<file path="src/rtl/gsbma_pkg.sv">
package gsbma_pkg;

    localparam int RAW_W = 16;
    localparam int OUT_W = 20;
    localparam int AXES = 3;
    localparam int RANGE_W = 2;
    localparam int CFG_INDEX_W = 2;
    localparam int CFG_DATA_W = 16;
    localparam int DEF_WINDOW_DEPTH = 8;

    typedef enum logic [CFG_INDEX_W-1:0] {
        CFG_RANGE_SELECT = 2'd0,
        CFG_BIAS_X       = 2'd1,
        CFG_BIAS_Y       = 2'd2,
        CFG_BIAS_Z       = 2'd3
    } cfg_index_t;

    typedef enum logic [2:0] {
        ST_IDLE,
        ST_UPDATE,
        ST_START,
        ST_DIVIDE,
        ST_OUTPUT
    } state_t;

    typedef struct packed {
        logic signed [RAW_W-1:0] raw_x;
        logic signed [RAW_W-1:0] raw_y;
        logic signed [RAW_W-1:0] raw_z;
    } in_t;

    typedef struct packed {
        logic signed [OUT_W-1:0] scaled_x;
        logic signed [OUT_W-1:0] scaled_y;
        logic signed [OUT_W-1:0] scaled_z;
        logic signed [OUT_W-1:0] average_x;
        logic signed [OUT_W-1:0] average_y;
        logic signed [OUT_W-1:0] average_z;
    } out_t;

    typedef struct packed {
        logic start;
        logic done;
    } div_ctrl_t;

endpackage

</file>
<file path="src/rtl/gsbma_ram.sv">
module gsbma_ram #(
    parameter int WIDTH = 60,
    parameter int DEPTH = 8
) (
    input  logic                                      clk,
    input  logic                                      we,
    input  logic [((DEPTH > 1) ? $clog2(DEPTH) : 1)-1:0] waddr,
    input  logic [WIDTH-1:0]                          wdata,
    input  logic [((DEPTH > 1) ? $clog2(DEPTH) : 1)-1:0] raddr,
    output logic [WIDTH-1:0]                          rdata
);

    logic [WIDTH-1:0] mem_reg [DEPTH];
    logic [WIDTH-1:0] rdata_reg;

    always_ff @(posedge clk)
    begin
        if (we)
        begin
            mem_reg[waddr] <= wdata;
        end
        rdata_reg <= mem_reg[raddr];
    end

    assign rdata = rdata_reg;

endmodule

</file>
<file path="src/rtl/gsbma_div.sv">
module gsbma_div #(
    parameter int DIVIDEND_W = 24,
    parameter int DIVISOR_W = 4
) (
    input  logic                                 clk,
    input  logic                                 rst_n,
    input  logic                                 start,
    input  logic signed [DIVIDEND_W-1:0]         dividend,
    input  logic [DIVISOR_W-1:0]                 divisor,
    output logic                                 done,
    output logic signed [gsbma_pkg::OUT_W-1:0]   quotient
);

    import gsbma_pkg::*;

    localparam int STEP_W = (DIVIDEND_W > 1) ? $clog2(DIVIDEND_W) : 1;

    logic                  busy_reg, busy_next;
    logic                  done_reg, done_next;
    logic [STEP_W-1:0]     step_reg, step_next;
    logic                  neg_reg, neg_next;
    logic [DIVIDEND_W-1:0] q_reg, q_next;
    logic [DIVISOR_W-1:0]  rem_reg, rem_next;
    logic [DIVISOR_W-1:0]  div_reg, div_next;

    logic [DIVIDEND_W-1:0] magnitude;
    logic [DIVISOR_W:0]    rem_shift;
    logic [DIVISOR_W:0]    rem_diff;
    logic                  fits;
    logic [DIVIDEND_W-1:0] q_signed;

    // restoring division, one quotient bit a cycle, msb first
    assign magnitude = dividend[DIVIDEND_W-1] ? (~dividend + 1'b1) : dividend;
    assign rem_shift = {rem_reg, q_reg[DIVIDEND_W-1]};
    assign rem_diff  = rem_shift - {1'b0, div_reg};
    assign fits      = (rem_shift >= {1'b0, div_reg});

    always_comb
    begin
        busy_next = busy_reg;
        done_next = 1'b0;
        step_next = step_reg;
        neg_next  = neg_reg;
        q_next    = q_reg;
        rem_next  = rem_reg;
        div_next  = div_reg;
        if (start)
        begin
            busy_next = 1'b1;
            step_next = STEP_W'(DIVIDEND_W - 1);
            neg_next  = dividend[DIVIDEND_W-1];
            q_next    = magnitude;
            rem_next  = '0;
            div_next  = divisor;
        end
        else if (busy_reg)
        begin
            q_next   = {q_reg[DIVIDEND_W-2:0], fits};
            rem_next = fits ? rem_diff[DIVISOR_W-1:0] : rem_shift[DIVISOR_W-1:0];
            if (step_reg == '0)
            begin
                busy_next = 1'b0;
                done_next = 1'b1;
            end
            else
            begin
                step_next = step_reg - 1'b1;
            end
        end
    end

    always_ff @(posedge clk or negedge rst_n)
    begin
        if (!rst_n)
        begin
            busy_reg <= 1'b0;
            done_reg <= 1'b0;
            step_reg <= '0;
        end
        else
        begin
            busy_reg <= busy_next;
            done_reg <= done_next;
            step_reg <= step_next;
        end
    end

    always_ff @(posedge clk)
    begin
        neg_reg <= neg_next;
        q_reg   <= q_next;
        rem_reg <= rem_next;
        div_reg <= div_next;
    end

    // truncation toward zero: divide the magnitude, restore the sign
    assign q_signed = neg_reg ? (~q_reg + 1'b1) : q_reg;
    assign quotient = q_signed[OUT_W-1:0];
    assign done     = done_reg;

endmodule

</file>
<file path="src/rtl/gyro_scale_bias_moving_average.sv">
// flow: the input beat is registered as scaled values, the window and running
// sums update, the shared bit-serial divider averages the three axes in turn,
// then the output register loads; no new beat is taken until that load
// reset: running sums, fill count, slot pointer, state, config and out_valid
// go to zero; the window RAM is not cleared, but unfilled slots read as zero
module gyro_scale_bias_moving_average #(
    parameter int WINDOW_DEPTH = gsbma_pkg::DEF_WINDOW_DEPTH
) (
    input  logic                                  clk,
    input  logic                                  rst_n,
    input  logic                                  in_valid,
    output logic                                  in_stall,
    input  gsbma_pkg::in_t                        in_data,
    output logic                                  out_valid,
    input  logic                                  out_stall,
    output gsbma_pkg::out_t                       out_data,
    input  logic                                  cfg_valid,
    output logic                                  cfg_ready,
    input  logic [gsbma_pkg::CFG_INDEX_W-1:0]     cfg_index,
    input  logic [gsbma_pkg::CFG_DATA_W-1:0]      cfg_data
);

    import gsbma_pkg::*;

    localparam int CNT_W  = $clog2(WINDOW_DEPTH + 1);
    localparam int SUM_W  = OUT_W + CNT_W;
    localparam int ADDR_W = (WINDOW_DEPTH > 1) ? $clog2(WINDOW_DEPTH) : 1;
    localparam int ROW_W  = AXES * OUT_W;

    state_t state_reg, state_next;

    logic [RANGE_W-1:0]      range_reg;
    logic signed [RAW_W-1:0] bias_reg [AXES];

    logic signed [OUT_W-1:0] scaled_reg [AXES];
    logic signed [OUT_W-1:0] scaled_next [AXES];
    logic signed [OUT_W-1:0] avg_reg [AXES];
    logic signed [SUM_W-1:0] sum_reg [AXES];
    logic signed [SUM_W-1:0] sum_next [AXES];
    logic signed [OUT_W-1:0] old_val [AXES];
    logic signed [RAW_W-1:0] raw [AXES];

    logic [CNT_W-1:0]  fill_reg, fill_next;
    logic [ADDR_W-1:0] slot_reg, slot_next;
    logic [1:0]        axis_reg, axis_next;
    logic [1:0]        div_axis;

    logic              window_full;
    logic              accept;
    logic              load_out;
    logic              ram_we;
    logic [ROW_W-1:0]  ram_wdata;
    logic [ROW_W-1:0]  ram_rdata;

    div_ctrl_t               div_ctrl;
    logic signed [SUM_W-1:0] div_dividend;
    logic signed [OUT_W-1:0] div_quotient;

    logic   out_valid_reg, out_valid_next;
    out_t   out_data_reg;

    assign raw[0] = in_data.raw_x;
    assign raw[1] = in_data.raw_y;
    assign raw[2] = in_data.raw_z;

    assign accept      = in_valid && !in_stall;
    assign window_full = (fill_reg == CNT_W'(WINDOW_DEPTH));
    assign cfg_ready   = 1'b1;

    // scale by the range shift and take off the bias
    always_comb
    begin
        for (int a = 0; a < AXES; a++)
        begin
            scaled_next[a] = (OUT_W'(raw[a]) <<< range_reg) - OUT_W'(bias_reg[a]);
        end
    end

    // slots not yet written during warm-up read as zero
    always_comb
    begin
        for (int a = 0; a < AXES; a++)
        begin
            old_val[a] = window_full ? ram_rdata[a*OUT_W +: OUT_W] : '0;
            sum_next[a] = sum_reg[a] + SUM_W'(scaled_reg[a]) - SUM_W'(old_val[a]);
        end
    end

    assign ram_wdata = {scaled_reg[2], scaled_reg[1], scaled_reg[0]};

    gsbma_ram #(
        .WIDTH (ROW_W),
        .DEPTH (WINDOW_DEPTH)
    ) u_window (
        .clk   (clk),
        .we    (ram_we),
        .waddr (slot_reg),
        .wdata (ram_wdata),
        .raddr (slot_reg),
        .rdata (ram_rdata)
    );

    always_comb
    begin
        div_axis = (state_reg == ST_START) ? 2'd0 : axis_reg + 2'd1;
        case (div_axis)
            2'd1:    div_dividend = sum_reg[1];
            2'd2:    div_dividend = sum_reg[2];
            default: div_dividend = sum_reg[0];
        endcase
    end

    gsbma_div #(
        .DIVIDEND_W (SUM_W),
        .DIVISOR_W  (CNT_W)
    ) u_div (
        .clk      (clk),
        .rst_n    (rst_n),
        .start    (div_ctrl.start),
        .dividend (div_dividend),
        .divisor  (fill_reg),
        .done     (div_ctrl.done),
        .quotient (div_quotient)
    );

    // next state
    always_comb
    begin
        state_next = state_reg;
        case (state_reg)
            ST_IDLE:
            begin
                if (accept)
                begin
                    state_next = ST_UPDATE;
                end
            end
            ST_UPDATE:
            begin
                state_next = ST_START;
            end
            ST_START:
            begin
                state_next = ST_DIVIDE;
            end
            ST_DIVIDE:
            begin
                if (div_ctrl.done && axis_reg == 2'd2)
                begin
                    state_next = ST_OUTPUT;
                end
            end
            ST_OUTPUT:
            begin
                if (!out_valid_reg || !out_stall)
                begin
                    state_next = ST_IDLE;
                end
            end
            default:
            begin
                state_next = ST_IDLE;
            end
        endcase
    end

    // outputs of the sequencer
    always_comb
    begin
        in_stall       = 1'b1;
        ram_we         = 1'b0;
        div_ctrl.start = 1'b0;
        load_out       = 1'b0;
        axis_next      = axis_reg;
        fill_next      = fill_reg;
        slot_next      = slot_reg;
        case (state_reg)
            ST_IDLE:
            begin
                in_stall = 1'b0;
            end
            ST_UPDATE:
            begin
                ram_we    = 1'b1;
                axis_next = 2'd0;
                if (!window_full)
                begin
                    fill_next = fill_reg + 1'b1;
                end
                if (slot_reg == ADDR_W'(WINDOW_DEPTH - 1))
                begin
                    slot_next = '0;
                end
                else
                begin
                    slot_next = slot_reg + 1'b1;
                end
            end
            ST_START:
            begin
                div_ctrl.start = 1'b1;
            end
            ST_DIVIDE:
            begin
                if (div_ctrl.done)
                begin
                    axis_next = axis_reg + 2'd1;
                    if (axis_reg != 2'd2)
                    begin
                        div_ctrl.start = 1'b1;
                    end
                end
            end
            ST_OUTPUT:
            begin
                load_out = !out_valid_reg || !out_stall;
            end
            default:
            begin
                in_stall = 1'b1;
            end
        endcase
    end

    always_comb
    begin
        out_valid_next = out_valid_reg && out_stall;
        if (load_out)
        begin
            out_valid_next = 1'b1;
        end
    end

    always_ff @(posedge clk or negedge rst_n)
    begin
        if (!rst_n)
        begin
            state_reg     <= ST_IDLE;
            axis_reg      <= '0;
            fill_reg      <= '0;
            slot_reg      <= '0;
            out_valid_reg <= 1'b0;
            range_reg     <= '0;
            for (int a = 0; a < AXES; a++)
            begin
                bias_reg[a] <= '0;
                sum_reg[a]  <= '0;
            end
        end
        else
        begin
            state_reg     <= state_next;
            axis_reg      <= axis_next;
            fill_reg      <= fill_next;
            slot_reg      <= slot_next;
            out_valid_reg <= out_valid_next;
            if (cfg_valid && cfg_ready)
            begin
                case (cfg_index_t'(cfg_index))
                    CFG_RANGE_SELECT: range_reg   <= cfg_data[RANGE_W-1:0];
                    CFG_BIAS_X:       bias_reg[0] <= cfg_data;
                    CFG_BIAS_Y:       bias_reg[1] <= cfg_data;
                    CFG_BIAS_Z:       bias_reg[2] <= cfg_data;
                    default:          range_reg   <= range_reg;
                endcase
            end
            if (state_reg == ST_UPDATE)
            begin
                for (int a = 0; a < AXES; a++)
                begin
                    sum_reg[a] <= sum_next[a];
                end
            end
        end
    end

    always_ff @(posedge clk)
    begin
        if (accept)
        begin
            for (int a = 0; a < AXES; a++)
            begin
                scaled_reg[a] <= scaled_next[a];
            end
        end
        if (state_reg == ST_DIVIDE && div_ctrl.done)
        begin
            case (axis_reg)
                2'd1:    avg_reg[1] <= div_quotient;
                2'd2:    avg_reg[2] <= div_quotient;
                default: avg_reg[0] <= div_quotient;
            endcase
        end
        if (load_out)
        begin
            out_data_reg.scaled_x  <= scaled_reg[0];
            out_data_reg.scaled_y  <= scaled_reg[1];
            out_data_reg.scaled_z  <= scaled_reg[2];
            out_data_reg.average_x <= avg_reg[0];
            out_data_reg.average_y <= avg_reg[1];
            out_data_reg.average_z <= avg_reg[2];
        end
    end

    assign out_valid = out_valid_reg;
    assign out_data  = out_data_reg;

endmodule
</file>
<file path="config.mk">
export PLATFORM = sky130hd
export DESIGN_NAME = gyro_scale_bias_moving_average
export DESIGN_NICKNAME = d
export VERILOG_FILES = /design/src/rtl/gsbma_pkg.sv /design/src/rtl/gsbma_ram.sv /design/src/rtl/gsbma_div.sv /design/src/rtl/gyro_scale_bias_moving_average.sv
export SDC_FILE = /design/constraint.sdc
export NUM_CORES = 2
export LEC_CHECK = 0
export BUFFER_PORTS_ARGS = -buffer_cell sky130_fd_sc_hd__buf_2
export CORE_MARGIN = 1.5
export CORE_UTILIZATION = 45
export CTS_CLUSTER_DIAMETER = 120
export CTS_CLUSTER_SIZE = 24
export DETAILED_ROUTE_END_ITERATION = 16
export GPL_TIMING_DRIVEN = 1
export REMOVE_ABC_BUFFERS = 1
export SLEW_MARGIN = 20
export SYNTH_ARGS = -nofsm -noshare
export SYNTH_HDL_FRONTEND = slang
export SYNTH_SLANG_ARGS = --single-unit
</file>
<file path="constraint.sdc">
create_clock -name clk -period 10.1 [get_ports clk]
set_input_delay 1.515 -clock clk [delete_from_list [all_inputs] [get_ports clk]]
set_output_delay 1.515 -clock clk [all_outputs]
set_load 0.1 [all_outputs]
</file>
==> impl_metrics.json <==
{
  "ctsRootBufferMaster": "clkbuf_16",
  "cts-hold-fix-buffers": 0,
  "viasPerCell": 5.52,
  "vias": 26200,
  "register_area_mm2": 0.0273,
  "cp-end-kind": "register",
  "gp_congestion": 0.860,
  "p_total_mw": 11.6,
  "fmax_mhz": 209,
  "critical_path.max_fanout": 61,
  "setup_ws_ns": 5.32,
  "synth.avg_cell_area_um2": 13.2,
  "critPathLaunchType": "register",
  "synth-seq-cells": 955,
  "grt_max_degree": 72,
  "final_common_cell": "edfxtp_1",
  "netlist_area_mm2": 0.0435,
  "io_buffers": 192,
  "r2r_end": "sum_reg[23]",
  "critPathKind": "reg -> reg",
  "cts_num_sinks": 955,
  "largest_reg_flops": 480,
  "finalSetupTns_ns": 0,
  "synth_flop_cell": "edfxtp_1",
  "first_pass_iters": 5,
  "internal_power_mw": 7.40,
  "slew_viol_final": 0,
  "yosysSeqAreaShare": 0.628,
  "total_leakage_power_nw": 17.9,
  "initial_utilization": 0.456,
  "maxSlewHeadroom": 0.240,
  "synthArstFlopShare": 0.149,
  "num-fill-cells": 8343,
  "p_per_area_mw_per_mm2": 246,
  "p_sw_mw": 4.24,
  "crit_end": "sum_reg[23]",
  "die_h_um": 314,
  "numCtsBuffers": 46,
  "period_share": 0.473,
  "seq_power_share": 0.427,
  "grt_use_total": 0.206,
  "crit_chain": "inv_1 > ha_1 > nand2_1 > nor2_4 > buf_4 > and2_1 > fa_1 > inv_1 > ha_1 > and3_1 > and3_1 > a211oi_1 > or4b_1 > o2111ai_1 > o31ai_1 > mux2i_1 > xnor2_1",
  "ir_worst_vdd_mv": 0.197,
  "combPwrFrac": 0.392,
  "dp_slack_ns": 5.28,
  "diodes": 0,
  "clockPowerShare": 0.181,
  "hpwl_um": 65800,
  "layout_common_cells": "edfxtp_1 (749), inv_1 (359), a22oi_1 (242)",
  "cp-startpoint": "fill_reg[0]",
  "holdCritPathClass": "reg -> reg",
  "fp.dieArea_mm2": 0.0986,
  "multi_input_area_mm2": 0.0144,
  "clk_pin_slew_ns": 0.10,
  "stdcell_count": 4739,
  "synth.largest_area_cell": "edfxtp_1",
  "rsz0062_at_grt": "false",
  "synth_edf_count": 749,
  "cts_setup_buffers": 0,
  "sw_frac_of_total": 0.364,
  "postPlaceCellArea_mm2": 0.0459,
  "drtIter0Drc": 2025,
  "reg2reg_from": "fill_reg[0]",
  "synth_cell_types": 79,
  "outcome": "finished, final reports clean",
  "ant_nets": 0,
  "overflow": 0,
  "critPathRequiredTime_ns": 10.65,
  "core_mm2": 0.0954,
  "grt_pass1_vias": 25800,
  "cp_data_arrival_time_ns": 5.33,
  "slowest_stage": "a211oi_1",
  "rrSetupSlack_ns": 5.32,
  "rows": 113,
  "slowest_delay_ns": 0.68,
  "netlist_instances": 3297,
  "cts_resized": 0,
  "clk_latency_ns": 0.63,
  "layout-drive-gt1-share": 0.118,
  "synth_top_area_frac": 0.517,
  "r2r_cells": 17,
  "ios": 194,
  "wl_per_cell_um": 21.6,
  "areaGrowthSynthToFinish_pct": 8.51,
  "synth_area_leaders": "edfxtp_1 (52%), dfrtp_1 (8.2%), a22oi_1 (4.2%)",
  "final-setup-viol-count": 0,
  "grt_pass1_wl_um": 155000,
  "final_area_mm2": 0.0472,
  "cts_buffer_depth": 3,
  "htreeDepth": 2,
  "hold_viol_final": 0,
  "ys.warnings.count": 0,
  "post-place-cells": 4654,
  "nets": 3726,
  "finalClockSkew_ns": 0.0304,
  "cts_tree": "built",
  "tightest_slew_ns": 1.14,
  "antenna_found_initial": 3,
  "cap_violations": 0,
  "drc": 0,
  "finalCriticalPeriod_ns": 4.78,
  "routed_wl_um": 102000,
  "die_x_um": 314
}
-- cells by family (layout without fill, tap and decap cells) --
family | after synthesis | count (layout) | share of synthesized area
other cells | 1 | 1 | 0.0000861
xor+xnor | 151 | 151 | 0.0304
mux | 113 | 113 | 0.0353
buf+inv | 494 | 671 | 0.0434
compound gates | 741 | 741 | 0.114
flops | 955 | 955 | 0.628
simple gates | 624 | 624 | 0.0737
fa+ha+maj | 218 | 218 | 0.0752
-- per-stage QoR --
step                      hold slack [ns]  utilization
final                               0.425        0.495
after global routing                0.432        0.495
after CTS                           0.425        0.495
after detailed placement            0.405        0.481
after global placement              0.401        0.481
after floorplan                     0.400            -
-- metal layers --
| metal | vias up | track usage | routed length, um |
|---|---|---|---|
| li1 | 12300 | - | - |
| met1 | 13100 | 0.290 | 46700 |
| met2 | 655 | 0.346 | 48900 |
| met3 | 97 | 0.0257 | 5160 |
| met4 | 0 | 0.0405 | 1660 |
| met5 | - | 0 | 0 |
-- cells in the mapped netlist (12+ instances only) --
library cell  instances
dfrtp_1             142
mux2_2               55
o21a_1               12
xnor2_1              93
nand2_1             190
a21oi_1             112
nand4_1              77
xor2_1               58
nor2b_1              28
nor2_1               99
inv_1               359
mux4_2               27
a22oi_1             242
a211oi_1             26
o21ai_0             170
fa_1                 73
a221o_1              15
ha_1                145
clkbuf_1            112
edfxtp_1            749
nand3_1              28
nand2b_1             22
mux2i_1              31
o211ai_1             12
o31ai_1              15
a21o_1               49
dfxtp_1              64
and2_1               70
and3_1               21
nor3_1               26
a31oi_1              15
-- power groups by stage --
| stage | clock [mW] | combinational (mW) | sequential, mW |
|---|---|---|---|
| floorplan | 0 | 3.38 | 4.97 |
| CTS | 2.17 | 4.57 | 4.97 |
| finish | 2.11 | 4.56 | 4.97 |
| global route | 2.30 | 5.13 | 5.02 |
| global placement | 0 | 4.50 | 5.06 |
| detailed placement | 0 | 4.55 | 5.06 |
-- worst min path at each step --
| stage | from | cells past startpoint | endpoint |
|---|---|---|---|
| after floorplan | avg_reg[0][40] | 0 | out_data[0] |
| after global placement | avg_reg[0][38] | 0 | out_data[38] |
| after detailed placement | avg_reg[0][23] | 0 | out_data[23] |
| after CTS | avg_reg[0][29] | 0 | out_data[29] |
| after global routing | avg_reg[0][23] | 0 | out_data[23] |
| final | avg_reg[0][17] | 0 | out_data[57] |
-- worst max-delay path: cells and delay by family, from the launching register on --
family / cells / cell delay, ns
AO/OA/AOI/OAI: 3 / 1.23
XOR/XNOR: 1 / 0.13
buffers and inverters: 3 / 0.74
flip-flops: 1 / 0.43
adder cells (fa/ha/maj): 3 / 0.83
AND/OR/NAND/NOR: 6 / 1.04
multiplexers: 1 / 0.26
-- area by class of cell --
type / count / share of cell area
Tap cell: 1265 / 0.0335
Sequential cell: 955 / 0.578
Inverter: 361 / 0.0287
Clock inverter: 5 / 0.000953
Timing Repair Buffer: 225 / 0.0257
Multi-Input combinational cell: 1848 / 0.305
Clock buffer: 80 / 0.0275
No activity file was read; power rests on OpenSTA's default activity.
